==> config.mk <==
export PLATFORM = sky130hd
export DESIGN_NAME = spi_parity_register_access_master_core
export DESIGN_NICKNAME = d
export VERILOG_FILES = /design/src/hw/rtl/spa_pkg.sv /design/src/hw/rtl/spa_fsm.sv /design/src/hw/rtl/spi_parity_register_access_master_core.sv
export SDC_FILE = /design/constraint.sdc
export NUM_CORES = 1
export LEC_CHECK = 0
export ABC_AREA = 1
export BUFFER_PORTS_ARGS = -buffer_cell sky130_fd_sc_hd__buf_2
export CAP_MARGIN = 20
export CORE_MARGIN = 3
export CORE_UTILIZATION = 40
export CTS_CLUSTER_DIAMETER = 100
export CTS_CLUSTER_SIZE = 12
export DETAILED_ROUTE_END_ITERATION = 6
export PLACE_DENSITY = 0.54
export SLEW_MARGIN = 25
export SYNTH_ARGS = -nofsm -noshare
export SYNTH_HDL_FRONTEND = slang
export SYNTH_SLANG_ARGS = --single-unit
==> constraint.sdc <==
create_clock -name clk -period 9.2 [get_ports clk]
set_input_delay 1.84 -clock clk [delete_from_list [all_inputs] [get_ports clk]]
set_output_delay 1.84 -clock clk [all_outputs]
set_load 0.02 [all_outputs]
==> src/hw/rtl/spa_pkg.sv <==
// Package with the shared types, codes and the parity helper function of the SPI register access master.
package spa_pkg;

	localparam int CfgWidth     = 12;
	localparam int CfgIdxWidth  = 3;
	localparam int CounterBits  = 12;
	localparam int WordWidth    = 14;
	localparam int FrameWidth   = 16;
	localparam int InDataWidth  = 32;
	localparam int OutDataWidth = 24;

	localparam logic [CfgWidth-1:0] SetupTicksRst  = 12'd20;
	localparam logic [CfgWidth-1:0] HighTicksRst   = 12'd40;
	localparam logic [CfgWidth-1:0] SampleTicksRst = 12'd10;
	localparam logic [CfgWidth-1:0] LowTicksRst    = 12'd30;
	localparam logic [CfgWidth-1:0] HoldTicksRst   = 12'd100;
	localparam logic [CfgWidth-1:0] GapTicksRst    = 12'd150;

	localparam logic [FrameWidth-1:0] ReadDummyFrame = 16'hC000;

	typedef enum logic [1:0] {
		FUNC_TICK  = 2'd0,
		FUNC_WRITE = 2'd1,
		FUNC_READ  = 2'd2,
		FUNC_SPARE = 2'd3
	} func_t;

	typedef enum logic [CfgIdxWidth-1:0] {
		REG_SETUP  = 3'd0,
		REG_HIGH   = 3'd1,
		REG_SAMPLE = 3'd2,
		REG_LOW    = 3'd3,
		REG_HOLD   = 3'd4,
		REG_GAP    = 3'd5
	} reg_idx_t;

	typedef enum logic [2:0] {
		PH_IDLE   = 3'd0,
		PH_SETUP  = 3'd1,
		PH_HIGH   = 3'd2,
		PH_SAMPLE = 3'd3,
		PH_LOW    = 3'd4,
		PH_HOLD   = 3'd5,
		PH_GAP    = 3'd6
	} phase_t;

	typedef struct packed {
		logic [CfgWidth-1:0] setup_ticks;
		logic [CfgWidth-1:0] high_ticks;
		logic [CfgWidth-1:0] sample_ticks;
		logic [CfgWidth-1:0] low_ticks;
		logic [CfgWidth-1:0] hold_ticks;
		logic [CfgWidth-1:0] gap_ticks;
	} cfg_t;

	typedef struct packed {
		logic [1:0]           func;
		logic [WordWidth-1:0] addr;
		logic [WordWidth-1:0] wdata;
		logic                 miso;
	} tick_in_t;

	typedef struct packed {
		logic                 nss;
		logic                 sck;
		logic                 mosi;
		logic                 busy_res;
		logic                 done_res;
		logic [WordWidth-1:0] rdata;
		logic                 error_flag;
		logic                 parity_error;
	} tick_out_t;

	// Even parity over bits 14..0 placed in bit 15.
	function automatic logic [FrameWidth-1:0] with_parity(input logic [FrameWidth-2:0] v);
		return {^v, v};
	endfunction

endpackage

==> src/hw/rtl/spa_fsm.sv <==
// Phase sequencer: frame timing, bit shifting and read capture for one tick per item.
module spa_fsm import spa_pkg::*; #(
	parameter int COUNTER_BITS = CounterBits
) (
	input  logic      clk,
	input  logic      arst_n,
	input  logic      step,
	input  tick_in_t  tick_in,
	input  cfg_t      cfg,
	output tick_out_t tick_out
);

	localparam int LenWidth = (COUNTER_BITS > CfgWidth) ? COUNTER_BITS : CfgWidth;
	localparam logic [LenWidth-1:0] MaxCount = LenWidth'((1 << COUNTER_BITS) - 1);

	phase_t                  phase_q, phase_d;
	logic [COUNTER_BITS-1:0] tick_count_q, tick_count_d, tick_inc;
	logic [3:0]              bit_index_q, bit_index_d;
	logic                    second_frame_q, second_frame_d;
	logic                    is_read_q, is_read_d;
	logic [FrameWidth-1:0]   tx_frame_q, tx_frame_d;
	logic [FrameWidth-1:0]   rx_frame_q, rx_frame_d;
	logic [WordWidth-1:0]    pending_data_q, pending_data_d;
	logic [FrameWidth-1:0]   read_result_q, read_result_d;
	logic                    mosi_q, mosi_d;
	logic                    done;
	logic [CfgWidth-1:0]     len_raw;
	logic [LenWidth-1:0]     len_wide, len_eff;
	logic                    start_rd;

	always_comb begin
		case (phase_q)
			PH_SETUP:  len_raw = cfg.setup_ticks;
			PH_HIGH:   len_raw = cfg.high_ticks;
			PH_SAMPLE: len_raw = cfg.sample_ticks;
			PH_LOW:    len_raw = cfg.low_ticks;
			PH_HOLD:   len_raw = cfg.hold_ticks;
			default:   len_raw = cfg.gap_ticks;
		endcase
		len_wide = LenWidth'(len_raw);
		if (len_wide == '0) begin
			len_eff = LenWidth'(1);
		end else if (len_wide > MaxCount) begin
			len_eff = MaxCount;
		end else begin
			len_eff = len_wide;
		end
	end

	assign tick_inc = tick_count_q + COUNTER_BITS'(1);
	assign start_rd = (tick_in.func == FUNC_READ);

	always_comb begin
		phase_d        = phase_q;
		tick_count_d   = tick_count_q;
		bit_index_d    = bit_index_q;
		second_frame_d = second_frame_q;
		is_read_d      = is_read_q;
		tx_frame_d     = tx_frame_q;
		rx_frame_d     = rx_frame_q;
		pending_data_d = pending_data_q;
		read_result_d  = read_result_q;
		mosi_d         = mosi_q;
		done           = 1'b0;
		if (phase_q == PH_IDLE) begin
			if (tick_in.func == FUNC_WRITE || tick_in.func == FUNC_READ) begin
				is_read_d      = start_rd;
				second_frame_d = 1'b0;
				if (!start_rd) begin
					pending_data_d = tick_in.wdata;
				end
				tx_frame_d   = with_parity({start_rd, tick_in.addr});
				bit_index_d  = 4'd15;
				rx_frame_d   = '0;
				phase_d      = PH_SETUP;
				tick_count_d = '0;
			end
		end else if (LenWidth'(tick_inc) >= len_eff) begin
			tick_count_d = '0;
			case (phase_q)
				PH_SETUP: begin
					phase_d = PH_HIGH;
					mosi_d  = tx_frame_q[bit_index_q];
				end
				PH_HIGH: begin
					phase_d = PH_SAMPLE;
				end
				PH_SAMPLE: begin
					rx_frame_d[bit_index_q] = tick_in.miso;
					phase_d                 = PH_LOW;
				end
				PH_LOW: begin
					if (bit_index_q == 4'd0) begin
						phase_d = PH_HOLD;
					end else begin
						bit_index_d = bit_index_q - 4'd1;
						phase_d     = PH_HIGH;
						mosi_d      = tx_frame_q[bit_index_q - 4'd1];
					end
				end
				PH_HOLD: begin
					if (second_frame_q && is_read_q) begin
						read_result_d = rx_frame_q;
						phase_d       = PH_IDLE;
						done          = 1'b1;
					end else begin
						phase_d = PH_GAP;
					end
				end
				PH_GAP: begin
					if (!second_frame_q) begin
						second_frame_d = 1'b1;
						tx_frame_d     = is_read_q ? ReadDummyFrame
						                           : with_parity({1'b0, pending_data_q});
						bit_index_d    = 4'd15;
						rx_frame_d     = '0;
						phase_d        = PH_SETUP;
					end else begin
						phase_d = PH_IDLE;
						done    = 1'b1;
					end
				end
				default: begin
					phase_d = PH_IDLE;
				end
			endcase
		end else begin
			tick_count_d = tick_inc;
		end
	end

	always_ff @(posedge clk or negedge arst_n) begin
		if (!arst_n) begin
			phase_q        <= PH_IDLE;
			tick_count_q   <= '0;
			bit_index_q    <= 4'd15;
			second_frame_q <= 1'b0;
			is_read_q      <= 1'b0;
			tx_frame_q     <= '0;
			rx_frame_q     <= '0;
			pending_data_q <= '0;
			read_result_q  <= '0;
			mosi_q         <= 1'b1;
		end else if (step) begin
			phase_q        <= phase_d;
			tick_count_q   <= tick_count_d;
			bit_index_q    <= bit_index_d;
			second_frame_q <= second_frame_d;
			is_read_q      <= is_read_d;
			tx_frame_q     <= tx_frame_d;
			rx_frame_q     <= rx_frame_d;
			pending_data_q <= pending_data_d;
			read_result_q  <= read_result_d;
			mosi_q         <= mosi_d;
		end
	end

	always_comb begin
		tick_out.nss          = !(phase_d == PH_SETUP || phase_d == PH_HIGH ||
		                          phase_d == PH_SAMPLE || phase_d == PH_LOW);
		tick_out.sck          = (phase_d == PH_HIGH);
		tick_out.mosi         = mosi_d;
		tick_out.busy_res     = (phase_d != PH_IDLE);
		tick_out.done_res     = done;
		tick_out.rdata        = read_result_d[WordWidth-1:0];
		tick_out.error_flag   = read_result_d[WordWidth];
		tick_out.parity_error = ^read_result_d;
	end

endmodule

==> src/hw/rtl/spi_parity_register_access_master_core.sv <==
// Top level of the SPI register access master: configuration registers, handshake and result register.
//
//  Channel  Direction  Handshake          Payload
//  s        in         s_tvalid/s_tready  tuser: func; tdata: addr, wdata, miso
//  m        out        m_tvalid/m_tready  tdata: nss, sck, mosi, busy, done, rdata, err, parity
//  cfg      in         cfg_we             cfg_idx selects the register, cfg_wdata the value
//
// Every accepted item is one tick of the serial timing and yields one result item in the next cycle.
// One item is taken per clock unless the result side stalls; the result register is the only
// stage, so s_tready is high whenever the result register is empty or being taken in the same cycle.
// Reset puts the sequencer idle with the timing registers at their defaults.
// A stall on the result side holds the result and the sequencer state until it is taken.
module spi_parity_register_access_master_core import spa_pkg::*; #(
	parameter int COUNTER_BITS = CounterBits
) (
	input  logic                    clk,
	input  logic                    arst_n,
	input  logic                    s_tvalid,
	output logic                    s_tready,
	input  logic [InDataWidth-1:0]  s_tdata,  // addr[13:0], wdata[27:14], miso[28], zero fill
	input  logic [1:0]              s_tuser,  // func[1:0]
	output logic                    m_tvalid,
	input  logic                    m_tready,
	output logic [OutDataWidth-1:0] m_tdata,  // nss, sck, mosi, busy_res, done_res, rdata[18:5],
	                                          // error_flag[19], parity_error[20], zero fill
	input  logic                    cfg_we,
	input  logic [CfgIdxWidth-1:0]  cfg_idx,
	input  logic [CfgWidth-1:0]     cfg_wdata
);

	cfg_t      cfg_q;
	tick_in_t  tick_in;
	tick_out_t tick_out;
	tick_out_t res_q;
	logic      res_valid_q;
	logic      step;

	always_ff @(posedge clk or negedge arst_n) begin
		if (!arst_n) begin
			cfg_q.setup_ticks  <= SetupTicksRst;
			cfg_q.high_ticks   <= HighTicksRst;
			cfg_q.sample_ticks <= SampleTicksRst;
			cfg_q.low_ticks    <= LowTicksRst;
			cfg_q.hold_ticks   <= HoldTicksRst;
			cfg_q.gap_ticks    <= GapTicksRst;
		end else if (cfg_we) begin
			case (cfg_idx)
				REG_SETUP:  cfg_q.setup_ticks  <= cfg_wdata;
				REG_HIGH:   cfg_q.high_ticks   <= cfg_wdata;
				REG_SAMPLE: cfg_q.sample_ticks <= cfg_wdata;
				REG_LOW:    cfg_q.low_ticks    <= cfg_wdata;
				REG_HOLD:   cfg_q.hold_ticks   <= cfg_wdata;
				REG_GAP:    cfg_q.gap_ticks    <= cfg_wdata;
				default:    ;
			endcase
		end
	end

	assign tick_in.func  = s_tuser;
	assign tick_in.addr  = s_tdata[WordWidth-1:0];
	assign tick_in.wdata = s_tdata[2*WordWidth-1:WordWidth];
	assign tick_in.miso  = s_tdata[2*WordWidth];

	assign s_tready = !res_valid_q || m_tready;
	assign step     = s_tvalid && s_tready;

	spa_fsm #(
		.COUNTER_BITS(COUNTER_BITS)
	) u_fsm (
		.clk      (clk),
		.arst_n   (arst_n),
		.step     (step),
		.tick_in  (tick_in),
		.cfg      (cfg_q),
		.tick_out (tick_out)
	);

	always_ff @(posedge clk or negedge arst_n) begin
		if (!arst_n) begin
			res_valid_q <= 1'b0;
		end else if (s_tready) begin
			res_valid_q <= s_tvalid;
		end
	end

	always_ff @(posedge clk) begin
		if (step) begin
			res_q <= tick_out;
		end
	end

	assign m_tvalid = res_valid_q;
	assign m_tdata  = {3'b000, res_q.parity_error, res_q.error_flag, res_q.rdata,
	                   res_q.done_res, res_q.busy_res, res_q.mosi, res_q.sck, res_q.nss};

`ifndef SYNTHESIS
	a_done_not_busy: assert property (@(posedge clk) disable iff (!arst_n)
		m_tvalid && res_q.done_res |-> !res_q.busy_res)
		else $error("done pulse while still busy");

	a_sck_needs_nss: assert property (@(posedge clk) disable iff (!arst_n)
		m_tvalid && res_q.sck |-> !res_q.nss)
		else $error("serial clock high with chip select released");

	a_empty_ready: assert property (@(posedge clk) disable iff (!arst_n)
		!m_tvalid |-> s_tready)
		else $error("input stalled with an empty result register");

	a_accept_gives_result: assert property (@(posedge clk) disable iff (!arst_n)
		s_tvalid && s_tready |=> m_tvalid)
		else $error("accepted item produced no result");
`endif

endmodule

-- Word-level counts from Yosys, hierarchy flattened
Index checks and enable logic that the tools add are counted.
- output and inout port bits: 26
- input port bits: 54
- word-level logic and storage cells: 143
- register bits after elaboration: 178
- bitwise gates (word level): 2
- $lt $le $gt $ge: 5
- $add $sub $neg: 2
- multiplexer cells: 52
- reduce and logical (&&, ||, !) cells: 36
- equality and inequality tests: 21
- operators with widths (kind ; number):
    16-bit 2-to-1 mux ; 14
    12-bit 2-to-1 mux ; 5
    12-bit case mux with 5 select lines ; 1
    16-bit case mux with 2 select lines ; 1
    15-bit XOR reduction ; 2
    4-bit 2-to-1 mux ; 5
    3-bit by 2-bit equality test with 1-bit output, second input constant ; 6
    3-bit equality test, second input constant ; 6
    3-bit case mux with 6 select lines ; 1
    16-bit bitwise mux ; 1
    16-bit XOR reduction ; 1
    3-bit 2-to-1 mux ; 5
    2-bit AND reduction ; 7
    1-bit 2-to-1 mux ; 13
    12-bit by 1-bit adder with 12-bit output, second input constant ; 1
    12-bit >= comparator ; 1
    12-bit > comparator, second input constant ; 1
    12-bit logical NOT ; 1
    4-bit by 5-bit less-than comparator with 1-bit output, second input constant ; 2
    5-bit AND reduction ; 2
    3-bit by 1-bit equality test with 1-bit output, second input constant ; 3
    3-bit nonzero test ; 3
    1-bit binary-select mux with 4-bit select ; 2
    4-bit case mux with 2 select lines ; 1
    other kinds (20) ; 33

-- Depth between registers and ports, before layout
Gate-level depths: netlist of run 1.
- depth in word-level cells: 13
- gate-level depth with buffers: 33
- mapped depth without buffers: 32

-- By module
Synthesis of run 1 repeated with hierarchy kept, for this count alone.
- cell total of the unflattened synthesis: 1312
- area total of the unflattened synthesis: 10188.5 um2
- by module, submodules not included (module ; area each (um2) ; seq. area each (um2) ; times used ; cells each):
    spa_fsm ; 6602.6 ; 2108.3 ; 1 ; 954
    spi_parity_register_access_master_core ; 3585.9 ; 2478.6 ; 1 ; 358

-- Worst setup path before layout of run 1
Ideal clock, no wire load.
- kind: input to output
- from: in m_tready
- to: out s_tready
- stages: 2
- data arrival time: 2.036 ns
- required time: 7.360 ns
- buffers on the path: 0
- path slack: 5.324 ns
- cells stage by stage: inv_1 -> nand2_1
- cells in the longest elaborated chain, start to end: 1
- RTL lines (what ; line ; RTL):
    from (decl) ; spi_parity_register_access_master_core.sv:23 ; input logic m_tready,
    1-bit logical OR ; spi_parity_register_access_master_core.sv:64 ; assign s_tready = !res_valid_q || m_tready;
    to (decl) ; spi_parity_register_access_master_core.sv:19 ; output logic s_tready,
Every way passes these cells.

==> results of run 1 <==
## logic make-up after synthesis
kind of cell    count (synthesis)  synth area share [%]
simple gates                  463                  20.1
compound gates                311                  17.8
buf+inv                       204                  8.83
flops                         178                  47.0
xor+xnor                       41                  3.68
fa+ha+maj                      19                  2.44
other cells                     1                0.0385
## final cells by class
class                      instances  area, sq um
sequential                       178         4590
inverter                         148          556
clock buffer                      18          450
timing repair buffer              79          424
clock inverter                    14          183
fill                            2400        12800
tap                              319          399
multi-input combinational        837         4310
## cell usage in the layout (no fill, tap or decap), types with 4 or more instances in the layout
cell type / synthesis / layout
o21ai_0: 187 / 187
o31ai_1: 6 / 6
xor2_1: 20 / 20
a31oi_1: 6 / 6
o21ai_2: 4 / 4
o31ai_2: 4 / 4
o21a_1: 4 / 4
inv_2: 12 / 12
nor3_1: 4 / 4
a22oi_1: 6 / 6
nor2_1: 38 / 38
xnor2_1: 21 / 21
clkinv_8: 0 / 4
o22ai_1: 10 / 10
o21ai_1: 16 / 16
a21oi_1: 48 / 48
dfstp_2: 22 / 22
buf_2: 13 / 72
buf_4: 8 / 4
inv_8: 0 / 4
inv_1: 136 / 136
edfxtp_1: 21 / 21
nand3_1: 45 / 45
ha_1: 19 / 19
nand2_4: 6 / 6
dfrtp_1: 135 / 135
clkbuf_16: 0 / 18
o211ai_1: 7 / 7
nand2_2: 11 / 11
nand2_1: 340 / 340
nand4_1: 10 / 10
## report_power, final
part           switching (mW)  total [mW]  internal (mW)  leakage [nW]
clock network           0.361       0.770          0.409         0.306
registers               0.183        1.25           1.07          2.17
logic                    1.10        1.68          0.586          2.74
## critical path: stages (launching register included)
cell	delay, ns
dfrtp_1	0.44
inv_1	0.17
nand3_2	0.27
inv_2	0.62
a22oi_1	0.20
nand4_1	0.12
o21ai_0	0.15
ha_1	0.33
a21oi_1	0.16
nand2_1	0.08
a21oi_2	0.56
nand2_2	0.62
o21ai_2	0.43
inv_1	0.07
nand2_1	0.09
nand2_2	0.06
xnor2_1	0.18
nand2_1	0.09
nand3_1	0.09
nand2_1	0.05
## sequential cells by signal, indices dropped and copies added, names as in the netlist, 3 cells and up
signal and cells:
u_fsm.read_result_q 16, u_fsm.bit_index_q 4, m_tdata 21, u_fsm.pending_data_q 14, u_fsm.tx_frame_q 16, u_fsm.tick_count_q 12, cfg_q 72, u_fsm.rx_frame_q 16
u_fsm.phase_q 3
## how the worst min path moves through the flow
| stage | startpoint | to | slack (ns) | depth (start not counted) |
|---|---|---|---|---|
| 2_1_floorplan | cfg_q[0] | cfg_q[0] | 0.45 | 2 |
| 3_3_place_gp | cfg_q[5] | cfg_q[5] | 0.46 | 2 |
| 3_5_place_dp | cfg_q[10] | cfg_q[10] | 0.47 | 2 |
| 4_1_cts | cfg_q[5] | cfg_q[5] | 0.49 | 2 |
| 5_1_grt | cfg_q[46] | cfg_q[46] | 0.51 | 2 |
| 6_report | cfg_q[9] | cfg_q[9] | 0.48 | 2 |
## per-layer routing
metal / routed length [um] / share of wire [%] / global-route usage [%] / vias to the layer above
li1: - / - / - / 4056
met1: 11100 / 46 / 25.5 / 3698
met2: 12000 / 50 / 32.2 / 114
met3: 736 / 3.1 / 3.26 / 23
met4: 299 / 1.2 / 4.58 / 0
met5: 0 / 0 / 0 / -
==> implementation parameters, run 1 <==
Parameter                              Value

Timing
  Fmax ... 0.197 GHz
  Unrepaired setup endpoints after global routing ... false
  Final Max Slew Viols ... 0
  Number of endpoints with negative hold slack in the final report ... 0
  Final-report setup violation count ... 0
  Slew @ Worst Pin ... 1.02 ns
  Final hold slack ... 0.482 ns
  Final-layout setup total negative slack ... 0 ns
  Final worst slack ... 4.13 ns
  Final critical path time including I/O delays and setup ... 5.07 ns
  Worst relative slew slack ... 31.8%
  Final critical-path share of the clock period ... 55.1%
  Fin Clk Skew ... 0.0134 ns

Placement
  # port buffers ... 73
  Post-Place Cell Area ... 10300 sq um
  Half-perimeter wire length after detailed placement ... 16100 um
  Number of placed instances, taps included ... 1560
  Pre-CTS setup slack ... 3.95 ns
  Routability Congestion ... 0.847

Setup path
  Number of cells on the worst reg-to-reg path ... 19
  Setup Crit Path Kind ... reg2reg
  Critical Path Sink Type ... flop
  Critical path data arrival time ... 5.26 ns
  Setup crit end ... m_tdata[20]
  R2r startpoint ... u_fsm.phase_q[1]
  Endpoint of the worst register-to-register path ... m_tdata[20]
  Element type at the critical path start ... flop
  Internal reg-to-reg setup slack ... 4.13 ns
  CP max FO ... 36
  Required time of the critical path ... 9.40 ns
  Beginning of the critical path ... u_fsm.phase_q[1]

Synth
  Unique masters post-synth ... 46
  Total standard cell area after synthesis ... 9750 sq um
  Cell type contributing the most total cell area after synthesis ... dfrtp_1
  Post-synth EDFFs ... 21
  Top-area cell type share of the netlist area ... 34.6%
  Fraction of synthesis flops using an asynchronous set or reset pin ... 88.2%
  Cell types occupying the most area after synthesis ... dfrtp_1 (35%), nand2_1 (13%), o21ai_0 (9.6%), edfxtp_1 (6.5%), dfstp_2 (5.9%)
  Most repeated cell in the gate-level netlist after synthesis ... nand2_1
  Synthesis warning total ... 0
  Average size of a mapped cell ... 8.01 sq um
  Seq/Total Area, Yosys ... 47.0%
  Most used standard cells in the synthesized netlist ... nand2_1 (340), o21ai_0 (187), inv_1 (136), dfrtp_1 (135), a21oi_1 (48)
  Dominant synthesized flop cell ... dfrtp_1
  Mapped Cells ... 1217
  Number of storage elements in the synthesis netlist ... 178

Floorplanning
  Horizontal die dimension ... 162 um
  Effective utilization at floorplan ... 41.2%
  Number of rows in the core area ... 56
  Floorplan core area ... 23700 sq um
  Total Die Area ... 26300 sq um
  Die extent in y ... 162 um
  IO Pins ... 80

Pwr
  Leakage power total ... 5.22 nW
  Total power consumption of the routed design ... 3.70 mW
  Power Density ... 339 nW/um^2
  Largest vdd supply drop ... 0.000118 V

Global routing
  Wire length of the first global-routing pass ... 40000 um
  Aggregate global-route resource usage ... 19.0%
  Number of global-route vias before repair ... 7644
  Number of antenna violations at the first check in global routing ... 0
  Pin count of the biggest net entering global routing ... 84
  Total congestion overflow ... 0

Clock network
  Maximum level of the CTS H-tree ... 4
  Insertion delay of the later-clocked pin in the worst-skew pair ... 0.44 ns
  CTS Hold Buffers Added ... 0
  Clock-pin slew reported for the worst setup and hold paths after clock tree synthesis ... 0.08 ns
  Max clock buf depth ... 2
  Clock root cell ... clkbuf_16
  Setup repair bufs after CTS ... 0
  Clock sink count ... 178
  Number of clock buffers inserted by TritonCTS ... 17
  Count of cells resized by post-cts repair ... 0
  CTS tree ... built

Drt
  Wire length after detailed routing ... 24100 um
  Total vias in the final route ... 7891
  Average wire per cell in the routed design ... 15.1 um
  Average vias per placed instance ... 4.95
  DRC ... 0
  Number of iterations in the first detailed-routing pass ... 5
  Remaining antenna violation count ... 0
  Iteration-0 DRC count of the detailed router ... 434

Final layout
  Final net count ... 1334
  Proportion of layout cells with a drive suffix above 1 ... 14.3%
  Layout overhead on the synthesized area ... 11.9%
  Number of diodes added for antenna fixing ... 0
  Final core utilization ... 46.1%
  Post-route design area ... 10900 sq um
  Final instance count without filler cells ... 1593

Run status
  Outcome ... finished, final reports clean

Worst hold path
  Class of the tightest hold or removal check ... reg2reg

Flow run
  Count of max-cap constraint violations ... 0
(Power assumes the default switching activity.)
==> inputs of run 2 (changes only) <==
- ABC_AREA: 1 -> 0
- PLACE_DENSITY: 0.54 -> 0.56
- clock period: 9.2 -> 4.1 ns (I/O delays scaled with it)
==> implementation parameters, run 2 <==
Parameter                              Value

Setup path
  Setup Crit Path Kind ... reg2reg
  Required time of the critical path ... 4.42 ns
  Critical path data arrival time ... 4.13 ns
  CP max FO ... 18
  Critical Path Sink Type ... flop
  Element type at the critical path start ... flop

Synth
  Fraction of synthesis flops using an asynchronous set or reset pin ... 88.2%
  Dominant combinational cell family by area after synthesis ... multiplexers
  Number of storage elements in the synthesis netlist ... 178
  Cell types occupying the most area after synthesis ... dfrtp_1 (35%), mux2_2 (14%), edfxtp_1 (6.6%), dfstp_2 (6.0%), xnor2_1 (5.4%)
  Xor and xnor area share after synthesis ... 6.47%
  Cell type contributing the most total cell area after synthesis ... dfrtp_1
  Mapped Cells ... 842
  Most used standard cells in the synthesized netlist ... dfrtp_1 (135), mux2_2 (118), nand2_1 (65), xnor2_1 (59), a21oi_1 (42)
  Top-area cell type share of the netlist area ... 35.2%
  Post-synthesis compound-gate area fraction ... 11.3%
  Most repeated cell in the gate-level netlist after synthesis ... dfrtp_1
  Multiplexer share of the synthesized area ... 19.4%
  Unique masters post-synth ... 63
  Average size of a mapped cell ... 11.4 sq um
  Seq/Total Area, Yosys ... 47.7%
  Adder-cell share of the synthesized area ... 2.47%
  Total standard cell area after synthesis ... 9610 sq um
  Synthesis warning total ... 0
  Dominant synthesized flop cell ... dfrtp_1
  Post-synth EDFFs ... 21
  Post-synthesis simple-gate area fraction ... 9.24%

Final layout
  Most common cell after layout, fill and taps aside ... dfrtp_1
  Layout overhead on the synthesized area ... 16.3%
  Number of flip-flops under the largest register name ... 72
  Proportion of layout cells with a drive suffix above 1 ... 31.5%
  Post-route design area ... 11200 sq um
  Final net count ... 999
  Highest-count cells in the layout ignoring fill and taps ... dfrtp_1 (134), mux2_2 (118), buf_2 (72)
  Fill cell total of the finished layout ... 2217
  Register name with the most flops ... cfg_q
  Number of diodes added for antenna fixing ... 0

Clock network
  Clock sink count ... 178
  Maximum level of the CTS H-tree ... 4
  Max clock buf depth ... 2
  CTS tree ... built
  Clock root cell ... clkbuf_16
  Insertion delay of the later-clocked pin in the worst-skew pair ... 0.43 ns
  Clock-pin slew reported for the worst setup and hold paths after clock tree synthesis ... 0.07 ns
  Setup repair bufs after CTS ... 0
  Number of clock buffers inserted by TritonCTS ... 17

Placement
  Routability Congestion ... 0.770
  Pre-CTS setup slack ... 0.194 ns
  Half-perimeter wire length after detailed placement ... 15000 um
  Post-Place Cell Area ... 10500 sq um
  # port buffers ... 73

Drt
  Number of iterations in the first detailed-routing pass ... 4
  Wire length after detailed routing ... 21500 um
  Remaining antenna violation count ... 0
  Iteration-0 DRC count of the detailed router ... 285
  Average vias per placed instance ... 5.21
  Total vias in the final route ... 6555
  Average wire per cell in the routed design ... 17.1 um
  DRC ... 0

Timing
  Final worst slack ... 0.287 ns
  Final critical-path share of the clock period ... 93.0%
  Final Max Slew Viols ... 0
  Slew @ Worst Pin ... 0.977 ns
  Final-report setup violation count ... 0
  Final critical path time including I/O delays and setup ... 3.81 ns
  Number of endpoints with negative hold slack in the final report ... 0
  Worst relative slew slack ... 34.5%
  Fmax ... 0.262 GHz
  Fin Clk Skew ... 0.0135 ns
  Final-layout setup total negative slack ... 0 ns

Global routing
  Aggregate global-route resource usage ... 17.0%
  Pin count of the biggest net entering global routing ... 79
  Number of global-route vias before repair ... 6567
  Total congestion overflow ... 0
  Number of antenna violations at the first check in global routing ... 0
  Wire length of the first global-routing pass ... 35600 um

Pwr
  Largest vdd supply drop ... 0.000317 V
  Power Density ... 666 nW/um^2
  Leakage power total ... 4.89 nW

Floorplanning
  Floorplan core area ... 23500 sq um
  Number of rows in the core area ... 56
  Horizontal die dimension ... 161 um
  Effective utilization at floorplan ... 40.8%
  Die extent in y ... 161 um
  Total Die Area ... 25900 sq um
  IO Pins ... 80

Flow run
  Count of max-cap constraint violations ... 0

Run status
  Outcome ... finished, final reports clean

Worst hold path
  Class of the tightest hold or removal check ... in2async
-- run 2: cell families after synthesis --
group | count (synthesis)
buf+inv | 74
flops | 178
mux | 157
compound gates | 164
xor+xnor | 71
fa+ha+maj | 19
other cells | 1
simple gates | 178
-- run 2: what timing repair did --
action                                  CTS  global route
gates resized for setup                   0             5
hold buffers                              0             0
endpoints found under the setup margin    0            74
-- run 2: layer usage --
| layer | routed length [um] | global-route usage [%] | vias to the layer above |
|---|---|---|---|
| li1 | - | - | 3207 |
| met1 | 10800 | 25.0 | 3247 |
| met2 | 9810 | 26.6 | 83 |
| met3 | 575 | 2.77 | 18 |
| met4 | 270 | 3.99 | 0 |
| met5 | 0 | 0 | - |
-- run 2: worst max-delay path, cell delays in order (launching register included) --
cell and delay, ns:
dfrtp_2 0.46, buf_4 0.23, nor3b_1 0.22, a21oi_1 0.06, o22ai_1 0.29, a21oi_1 0.08
o221ai_1 0.23, buf_4 0.17, nand2_1 0.05, o31ai_1 0.21, ha_1 0.27, nor2b_1 0.10
o21ai_0 0.11, a21oi_2 0.24, o21a_2 0.25, nor2_1 0.07, nand2_1 0.14, buf_12 0.17
mux2_2 0.34
-- run 2: path summary, 6_finish.rpt --
| path | start | end | slack [ns] | cells past startpoint |
|---|---|---|---|---|
| worst min register to register | cfg_q[40] | cfg_q[40] | 0.50 | 1 |
| worst max-delay path | u_fsm.phase_q[0] | u_fsm.read_result_q[5] | 0.29 | 18 |
| worst max register to register | u_fsm.phase_q[0] | u_fsm.read_result_q[5] | 0.29 | 18 |
| max in group asynchronous | arst_n | u_fsm.tx_frame_q[7] | 2.79 | 2 |
| min in group clk | cfg_q[40] | cfg_q[40] | 0.50 | 1 |
| worst min-delay path | arst_n | cfg_q[44] | 0.43 | 1 |
-- run 2: where the power goes --
group	internal (mW)	total, mW	leakage (nW)	switching, mW
registers	2.22	2.56	2.15	0.343
logic	1.47	3.11	2.43	1.64
clock network	0.992	1.77	0.309	0.779
total	4.68	7.44	4.89	2.76
-- run 2: final cells by class --
cell class                 count  area, sq um  area share [%]
clock buffer                  17          425            3.81
clock inverter                15          211            1.89
inverter                      28          105           0.940
multi-input combinational    592         4740            42.4
sequential                   178         4590            41.0
tap                          319          399            3.57
timing repair buffer         109          704            6.30
-- run 2: stage by stage --
| stage | power, mW | util (%) | hold WS (ns) | instances |
|---|---|---|---|---|
| floorplan | 4.80 | - | 0.471 | 844 |
| global placement | 5.65 | 44.7 | 0.483 | 1226 |
| detailed placement | 5.70 | 44.7 | 0.486 | 1226 |
| CTS | 7.49 | 47.4 | 0.462 | 1258 |
| global route | 7.96 | 47.5 | 0.491 | 1258 |
| finish | 7.44 | 47.5 | 0.427 | 1258 |
